<file path="src/rtl/tfn_pkg.sv">
package tfn_pkg;

	localparam int FRAC_BITS = 16;
	localparam int NORM_W = FRAC_BITS + 2;
	localparam int COORD_W = 32;
	localparam int EDGE_W = COORD_W + 1;
	localparam int PROD_W = 2 * EDGE_W;
	localparam int CROSS_W = PROD_W + 1;
	localparam int MAG_W = CROSS_W;
	localparam int QUO_W = FRAC_BITS + 2;
	localparam int DIV_STEPS = FRAC_BITS + 2;
	localparam int STEP_W = $clog2(DIV_STEPS + 1);
	localparam int QDEPTH = 2;

	typedef struct packed {
		logic signed [COORD_W-1:0] x;
		logic signed [COORD_W-1:0] y;
		logic signed [COORD_W-1:0] z;
	} vec_t;

	typedef struct packed {
		vec_t v0;
		vec_t v1;
		vec_t v2;
	} tri_t;

	typedef struct packed {
		logic signed [NORM_W-1:0] nx;
		logic signed [NORM_W-1:0] ny;
		logic signed [NORM_W-1:0] nz;
		logic                     degenerate;
	} norm_t;

	typedef enum logic [2:0] {
		ST_IDLE,
		ST_EDGE,
		ST_MUL,
		ST_CROSS,
		ST_SEL,
		ST_DIV,
		ST_EMIT
	} back_state_t;

endpackage

</file>
<file path="src/rtl/tfn_front.sv">
module tfn_front (
	input  logic          clk,
	input  logic          arst_n,
	input  logic          mode,
	input  logic          in_valid,
	output logic          in_ready,
	input  tfn_pkg::vec_t in_vec,
	output logic          tri_valid,
	input  logic          tri_ready,
	output tfn_pkg::tri_t tri_data
);
	import tfn_pkg::*;

	logic [1:0] count_q;
	vec_t       c0_q;
	vec_t       c1_q;
	logic       take;

	assign tri_valid = in_valid && mode && count_q[1];
	assign in_ready = !(mode && count_q[1]) || tri_ready;
	assign take = in_valid && in_ready;
	assign tri_data = '{v0: c0_q, v1: c1_q, v2: in_vec};

	always_ff @(posedge clk or negedge arst_n) begin
		if (!arst_n) begin
			count_q <= 2'd0;
		end else if (take) begin
			if (!mode || count_q[1]) count_q <= 2'd0;
			else count_q <= count_q + 2'd1;
		end
	end

	always_ff @(posedge clk) begin
		if (take && mode && count_q == 2'd0) c0_q <= in_vec;
		if (take && mode && count_q == 2'd1) c1_q <= in_vec;
	end

endmodule

</file>
<file path="config.mk">
export PLATFORM = sky130hd
export DESIGN_NAME = tfn_front
export DESIGN_NICKNAME = d
export VERILOG_FILES = /design/src/rtl/tfn_pkg.sv /design/src/rtl/tfn_front.sv
export SDC_FILE = /design/constraint.sdc
export NUM_CORES = 1
export LEC_CHECK = 0
export ABC_AREA = 1
export BUFFER_PORTS_ARGS = -buffer_cell sky130_fd_sc_hd__buf_2
export CAP_MARGIN = 20
export CORE_AREA = 2 2 150 152
export DETAILED_ROUTE_END_ITERATION = 8
export DIE_AREA = 0 0 152 154
export GPL_TIMING_DRIVEN = 0
export PLACE_DENSITY = 0.64
export SETUP_SLACK_MARGIN = 0.05
export SLEW_MARGIN = 30
export SYNTH_ARGS = -nofsm -noshare
export SYNTH_HDL_FRONTEND = slang
export SYNTH_SLANG_ARGS = --single-unit
</file>
<file path="constraint.sdc">
create_clock -name clk -period 14.9 [get_ports clk]
set_input_delay 0.745 -clock clk [delete_from_list [all_inputs] [get_ports clk]]
set_output_delay 0.745 -clock clk [all_outputs]
set_load 0.02 [all_outputs]
</file>
==> results.cfg <==
[run_status]
status = finished, final reports clean

[placed_design]
post_dp_cell_area_um2 = 9220
gp_congestion = 0.761
post-place-ws_ns = 12.34
numPortBuffers = 390
hpwl_um = 12000

[grt]
grt_max_degree = 24
antenna_found_initial = 0
groute.usage.overall_pct = 13.0
grt-ovfl-total = 0
grt_pass1_wl_um = 23100
grt_pass1_vias = 3884

[setup_path]
slowest_delay_ns = 0.59
crit_top_cell = buf_16
worstSetupStartpointType = input port
worst_path_max_delay_cell = nor2_4
cp_max_fo = 23
cp_num_buf_inv = 3
required_ns = 15.02
crit_family = simple AND/OR/NAND/NOR gates
critical_path.endpoint_type = flip-flop
path_cells = buf_2 -> nand3_2 -> nand3_1 -> nor2_4 -> buf_16 -> buf_16
cp.arrival_ns = 2.22
crit_type = in -> reg

[hold_path]
hold_path_class = in -> async

[cts]
htree_levels = 4
cts.sinks = 194
cts_tree = built
cts_resized = 0
root_buffer = clkbuf_16
cts_buffers = 17
path_clk_slew_ns = 0.08
cts_setup_buffers = 0
clk-insertion-delay-late_ns = 0.42
ctsHoldBuffers = 0
clockBufferDepth = 2

[die]
start_util_pct = 30.7
die_height_um = 154
dieArea_um2 = 23400
core_um2 = 21700
rows = 54
num_io_pins = 391
die_w_um = 152

[timing]
setup_ws_ns = 12.80
setup_tns_ns = 0
fmax_ghz = 0.475
maxSlewHeadroom_pct = 54.2
finalMaxSlewViolations = 0
worst_pin_slew_ns = 0.686
skew_ns = 0.0115
rsz0062_at_grt = false
finalHoldViolCount = 0
period_share_pct = 14.1
setup_viol = 0
fin_crit_ns = 2.10

[routing]
vias = 3989
routed_wl_um = 15600
via_per_inst = 3.90
drt.antenna.violating_nets = 0
routedWlPerCell_um = 15.3
drt_pre_antenna_iters = 5
drtIter0Drc = 180
drc = 0

[finish]
nFillCells = 1914
area_growth_pct = 47.2
drive_gt1_share_pct = 71.1
layout_common_cells = buf_2 (390), edfxtp_1 (192), buf_4 (96)
final_common_cell = buf_2
fin_area_um2 = 9800
antennaDiodeCount = 0
layout.nets = 834

[power_and_ir_drop]
pwr-share-clk_pct = 34.0
power_density_nw_per_um2 = 132
vdd_ir_drop_max_uv = 65.3
pwr-share-seq_pct = 50.6
switching_share_pct = 26.2
power_mw = 1.30
switching_power_uw = 339
p_comb_share_pct = 15.4
p_leak_nw = 4.24
intPower_uw = 956

[synth]
yosysWarnings = 0
ys_types = 11
syn_nets = 416
synth_area_um2 = 6650
syn_area_per_cell_um2 = 21.3
yosysSeqAreaShare_pct = 87.4
synthCells = 313
yosys_register_bits = 194

[job]
cap_viol_max_count = 0
## through the flow
step | std cells | util, % | hold WS, ns
after global placement | 983 | 41.3 | 0.494
after detailed placement | 992 | 42.5 | 0.496
after global routing | 1024 | 45.2 | 0.0747
after floorplan | 313 | - | 0.449
final | 1024 | 45.2 | 0.100
after CTS | 1024 | 45.2 | 0.0739
## power groups by stage
stage	Clock [mW]	Combinational, mW	Sequential (mW)
after global routing	0.478	0.213	0.660
final	0.440	0.200	0.656
after CTS	0.457	0.203	0.656
after floorplan	0	0.0602	0.722
after detailed placement	0	0.203	0.668
after global placement	0	0.183	0.679
## final timing paths
kind | start | to | slack, ns | cells past startpoint
worst max-delay path | mode | tri_data[204]$_DFFE_PP_ | 12.80 | 6
worst min register to register | count_q[0]$_DFFE_PN0P_ | count_q[0]$_DFFE_PN0P_ | 0.51 | 2
max in group asynchronous | arst_n | count_q[1]$_DFFE_PN0P_ | 14.69 | 1
worst min-delay path | arst_n | count_q[0]$_DFFE_PN0P_ | 0.10 | 1
worst max register to register | count_q[1]$_DFFE_PN0P_ | tri_data[204]$_DFFE_PP_ | 12.83 | 6
min in group clk | count_q[0]$_DFFE_PN0P_ | count_q[0]$_DFFE_PN0P_ | 0.51 | 2
## synth_stat cells
cell type / instances / share of area (%)
nand2_2: 1 / 0.094
nand2_1: 6 / 0.34
inv_1: 6 / 0.34
buf_4: 96 / 11
nor2_1: 4 / 0.23
nand3_1: 2 / 0.15
nand3_2: 1 / 0.15
edfxtp_1: 192 / 87
ha_1: 2 / 0.38
dfrtp_1: 2 / 0.75
nand4_1: 1 / 0.094
## cells by family after synthesis
kind of cell  count (synthesis)  share of synthesized area, %
fa+ha+maj                     2                         0.376
buf+inv                     102                          11.2
flops                       194                          87.4
simple gates                 15                          1.05
## sequential cells by signal (all words and copies together) (netlist names)
signal	count
tri_data	192
count_q	2
## layout make-up
cell class                      instances  area (µm²)  share of cell area (%)
Buffer                                 96         721                    7.36
Clock buffer                           17         425                    4.34
Clock inverter                         15         153                    1.56
Inverter                                6        22.5                   0.230
Multi-Input combinational cell         17         110                    1.12
Sequential cell                       194        5820                    59.4
Tap cell                              280         350                    3.58
Timing Repair Buffer                  399        2200                    22.5
## routing by layer
| metal | share of wire, % | vias up | wire, µm | GRT usage [%] |
|---|---|---|---|---|
| li1 | - | 1901 | - | - |
| met1 | 39 | 1859 | 6080 | 15.0 |
| met2 | 52 | 217 | 8150 | 22.7 |
| met3 | 7.7 | 12 | 1200 | 4.43 |
| met4 | 1.3 | 0 | 208 | 4.32 |
| met5 | 0 | - | 0 | 0 |
No activity file was read; power rests on OpenSTA's default activity.
