`src/rtl/tfn_pkg.sv`:
```
package tfn_pkg;

	localparam int FRAC_BITS = 16;
	localparam int NORM_W = FRAC_BITS + 2;
	localparam int COORD_W = 32;
	localparam int EDGE_W = COORD_W + 1;
	localparam int PROD_W = 2 * EDGE_W;
	localparam int CROSS_W = PROD_W + 1;
	localparam int MAG_W = CROSS_W;
	localparam int QUO_W = FRAC_BITS + 2;
	localparam int DIV_STEPS = FRAC_BITS + 2;
	localparam int STEP_W = $clog2(DIV_STEPS + 1);
	localparam int QDEPTH = 2;

	typedef struct packed {
		logic signed [COORD_W-1:0] x;
		logic signed [COORD_W-1:0] y;
		logic signed [COORD_W-1:0] z;
	} vec_t;

	typedef struct packed {
		vec_t v0;
		vec_t v1;
		vec_t v2;
	} tri_t;

	typedef struct packed {
		logic signed [NORM_W-1:0] nx;
		logic signed [NORM_W-1:0] ny;
		logic signed [NORM_W-1:0] nz;
		logic                     degenerate;
	} norm_t;

	typedef enum logic [2:0] {
		ST_IDLE,
		ST_EDGE,
		ST_MUL,
		ST_CROSS,
		ST_SEL,
		ST_DIV,
		ST_EMIT
	} back_state_t;

endpackage

```
`src/rtl/tfn_queue.sv`:
```
module tfn_queue (
	input  logic          clk,
	input  logic          arst_n,
	input  logic          wr_valid,
	output logic          wr_ready,
	input  tfn_pkg::tri_t wr_data,
	output logic          rd_valid,
	input  logic          rd_ready,
	output tfn_pkg::tri_t rd_data
);
	import tfn_pkg::*;

	tri_t       mem_q [QDEPTH];
	logic       wptr_q;
	logic       rptr_q;
	logic [1:0] cnt_q;
	logic       wr_en;
	logic       rd_en;

	assign wr_ready = cnt_q != 2'(QDEPTH);
	assign rd_valid = cnt_q != 2'd0;
	assign rd_data = mem_q[rptr_q];
	assign wr_en = wr_valid && wr_ready;
	assign rd_en = rd_valid && rd_ready;

	always_ff @(posedge clk or negedge arst_n) begin
		if (!arst_n) begin
			wptr_q <= 1'b0;
			rptr_q <= 1'b0;
			cnt_q <= 2'd0;
		end else begin
			if (wr_en) wptr_q <= !wptr_q;
			if (rd_en) rptr_q <= !rptr_q;
			cnt_q <= cnt_q + 2'(wr_en) - 2'(rd_en);
		end
	end

	always_ff @(posedge clk) begin
		if (wr_en) mem_q[wptr_q] <= wr_data;
	end

endmodule

```
`config.mk`:
```
export PLATFORM = sky130hd
export DESIGN_NAME = tfn_queue
export DESIGN_NICKNAME = d
export VERILOG_FILES = /design/src/rtl/tfn_pkg.sv /design/src/rtl/tfn_queue.sv
export SDC_FILE = /design/constraint.sdc
export NUM_CORES = 1
export LEC_CHECK = 0
export BUFFER_PORTS_ARGS = -buffer_cell sky130_fd_sc_hd__buf_2
export CORE_AREA = 2 2 273 208
export CTS_CLUSTER_SIZE = 10
export DETAILED_ROUTE_END_ITERATION = 6
export DIE_AREA = 0 0 275 210
export PLACE_DENSITY_LB_ADDON = 0.1
export SLEW_MARGIN = 40
export SYNTH_ARGS = -nofsm -noshare
export SYNTH_HDL_FRONTEND = slang
export SYNTH_SLANG_ARGS = --single-unit
export TNS_END_PERCENT = 50
```
`constraint.sdc`:
```
create_clock -name clk -period 40.4 [get_ports clk]
set_input_delay 2.02 -clock clk [delete_from_list [all_inputs] [get_ports clk]]
set_output_delay 2.02 -clock clk [all_outputs]
set_load 0.01 [all_outputs]
```
==> impl_metrics.ini <==
[outcome]
status = completed

[clock_tree]
post_cts_resized = 0
cts-root-buf = clkbuf_16
cts-hold-fix-buffers = 0
cts_max_path_buffers = 3
cts_tree = built
insertion_delay_ns = 0.58
cts_setup_buffers = 0
cts_buffers = 68
cts.sinks = 580
h-tree-depth = 3
cts.reportedPaths.clkPinSlew_ns = 0.05

[setup_path]
r2r-end = mem_q[0][179]$_DFFE_PP_
r2r_slack_ns = 37.17
cp.required_ns = 38.38
worstPathArrival_ns = 2.71
timing.critical_path.fanout_max = 61
slowest_stage = dfrtp_4
cp_num_buf_inv = 3
critPathTopFamily = buffers and inverters
r2r-start = cnt_q[0]$_DFF_PN0_
max_stage_delay_ns = 0.69
crit_start = rptr_q$_DFFE_PN0P_
cp-start-kind = register
cp_cell_sequence = buf_12 > buf_16 > mux2_4 > buf_2
crit_path_end_kind = output pin
critPathKind = reg -> out
reg2reg_depth = 6
cp.depth = 4

[final_layout]
layout_commonest_cell = buf_2
design_area_mm2 = 0.0275
multi_input_area_mm2 = 0.00413
n_fill_cell = 4644
layout-drive-gt1-share_pct = 61.4
seq_area_mm2 = 0.0174
final_cell_mix = buf_2 (581), edfxtp_1 (576), mux2_4 (200)
fin_cells = 2310
area_growth_pct = 25.9
final_nets = 1843

[die]
io_pins = 582
dieArea_mm2 = 0.0578
initial_core_util_pct = 39.6
die_w_um = 275
rows = 75
die_height_um = 210
coreArea_mm2 = 0.0552

[detailed_routing]
wirelength_um = 48400
ant_nets = 0
drt_first_pass_iters = 4
vias_per_cell = 4.65
avgRoutedWirePerCell_um = 21.0
drc = 0
vias = 10700
drt_iter0_markers = 596

[min_path]
min_from = wptr_q$_DFFE_PN0P_
min_path_cells = 1
whs_endpoint = wptr_q$_DFFE_PN0P_
worstHoldPathType = reg -> reg

[synthesis]
synth_cells = 918
syn_area_mm2 = 0.0218
ys_seq_area_share_pct = 79.7
syn_nets = 1211
syn_avg_cell_area_um2 = 23.8
ys_warn_count = 0
synth_cell_types = 19
ys_seq_elements = 580

[grt]
grt_pass1_vias = 11200
grt_start_max_net_pins = 90
grt_overflow_total = 0
grt_pass1_wl_um = 68900
antenna_found_initial = 24
track_usage_pct = 16.3

[timing]
final_hold_viol_count = 0
max_slew_margin_pct = 44.9
rsz0062_at_grt = false
period_needed_ns = 4.73
fmax_ghz = 0.211
fin_crit_sh_pct = 11.7
timing.final.max_slew_violations = 0
fin_skew_ns = 0.0139
setup_tns_ns = 0
finalSetupViolations = 0
worstMarginPinSlew_ns = 0.826
setup_slack_ns = 35.67

[pwr]
internal-power_mw = 1.44
power_frac_seq_pct = 42.0
ir_drop_mv = 0.0364
power_leakage_nw = 10.7
pwr-share-clk_pct = 26.1
p_comb_share_pct = 31.9
p_per_area_mw_per_mm2 = 74.1
switching_power_mw = 0.595
p_sw_share_pct = 29.2

[placement]
place_ws_ns = 35.57
port-buffer-count = 581
gp_congestion = 0.772
hpwlAfterDp_um = 33100
placed_cells = 2211
placed_area_mm2 = 0.0256

[job]
max-cap-violations = 0
[layout make-up]
class                   instances  area share [%]
flip-flops and latches        580            63.3
clock buffers                  82            6.54
clock inverters                 7           0.269
well taps                     731            3.33
repair buffers                594            11.4
multi-input cells             306            15.0
diodes                         10          0.0911
[sequential cells by signal, indices dropped and copies added, names as in the netlist]
name / count
cnt_q: 2
wptr_q: 1
rptr_q: 1
mem_q: 576
[per-stage QoR]
| step | total power [mW] | util [%] | hold slack (ns) |
|---|---|---|---|
| floorplan | 1.35 | - | 0.460 |
| global placement | 1.53 | 46.1 | 0.538 |
| detailed placement | 1.53 | 46.4 | 0.550 |
| CTS | 2.08 | 49.8 | 0.562 |
| global route | 2.13 | 49.8 | 0.576 |
| finish | 2.04 | 49.8 | 0.559 |
[cells by family (layout without fill, tap and decap cells)]
| logic type | after synthesis | in the layout | share of synthesized area, % |
|---|---|---|---|
| and+or+nand+nor | 11 | 11 | 0.269 |
| buffers and inverters | 32 | 683 | 1.45 |
| other | 0 | 10 | 0 |
| adders and majority gates | 1 | 1 | 0.0573 |
| AOI/OAI and AO/OA | 3 | 3 | 0.109 |
| xor gates and xnor gates | 3 | 3 | 0.120 |
| DFF | 580 | 580 | 79.7 |
| muxes | 288 | 288 | 18.3 |
[worst max-delay path by stage]
stage,end,slack [ns]
2_1_floorplan,mem_q[0][0]$_DFFE_PP_,25.44
3_3_place_gp,mem_q[1][17]$_DFFE_PP_,35.05
3_5_place_dp,mem_q[0][277]$_DFFE_PP_,35.57
4_1_cts,rd_data[193],35.56
5_1_grt,rd_data[193],35.51
6_report,rd_data[193],35.67
[power by group through the flow]
| stage | registers, mW | clock network [mW] | logic [mW] |
|---|---|---|---|
| after global routing | 0.868 | 0.570 | 0.696 |
| after global placement | 0.874 | 0 | 0.652 |
| after floorplan | 0.917 | 0 | 0.436 |
| final | 0.856 | 0.531 | 0.650 |
| after detailed placement | 0.869 | 0 | 0.666 |
| after CTS | 0.858 | 0.550 | 0.668 |
[cells in the mapped netlist (all sizes together)]
| master | count | area share, % |
|---|---|---|
| edfxtp | 576 | 79 |
| mux2 | 288 | 18 |
| buf | 32 | 1.5 |
| dfrtp | 4 | 0.46 |
| nor2 | 3 | 0.052 |
| xnor2 | 3 | 0.12 |
| nand2 | 2 | 0.034 |
| a311oi | 1 | 0.040 |
| and3 | 1 | 0.029 |
| ha | 1 | 0.057 |
| nand2b | 1 | 0.029 |
| nand3 | 1 | 0.023 |
| nor2b | 1 | 0.029 |
| nor4bb | 1 | 0.046 |
| o21ai | 1 | 0.023 |
| o21ba | 1 | 0.046 |
| or2 | 1 | 0.029 |
[routing by layer]
layer	global-route usage (%)	share of wire (%)
met5	0	0.34
met4	6.26	2.8
met3	6.93	9.1
met2	28.4	52
met1	17.4	35
Power figures use the tool's default switching activity.
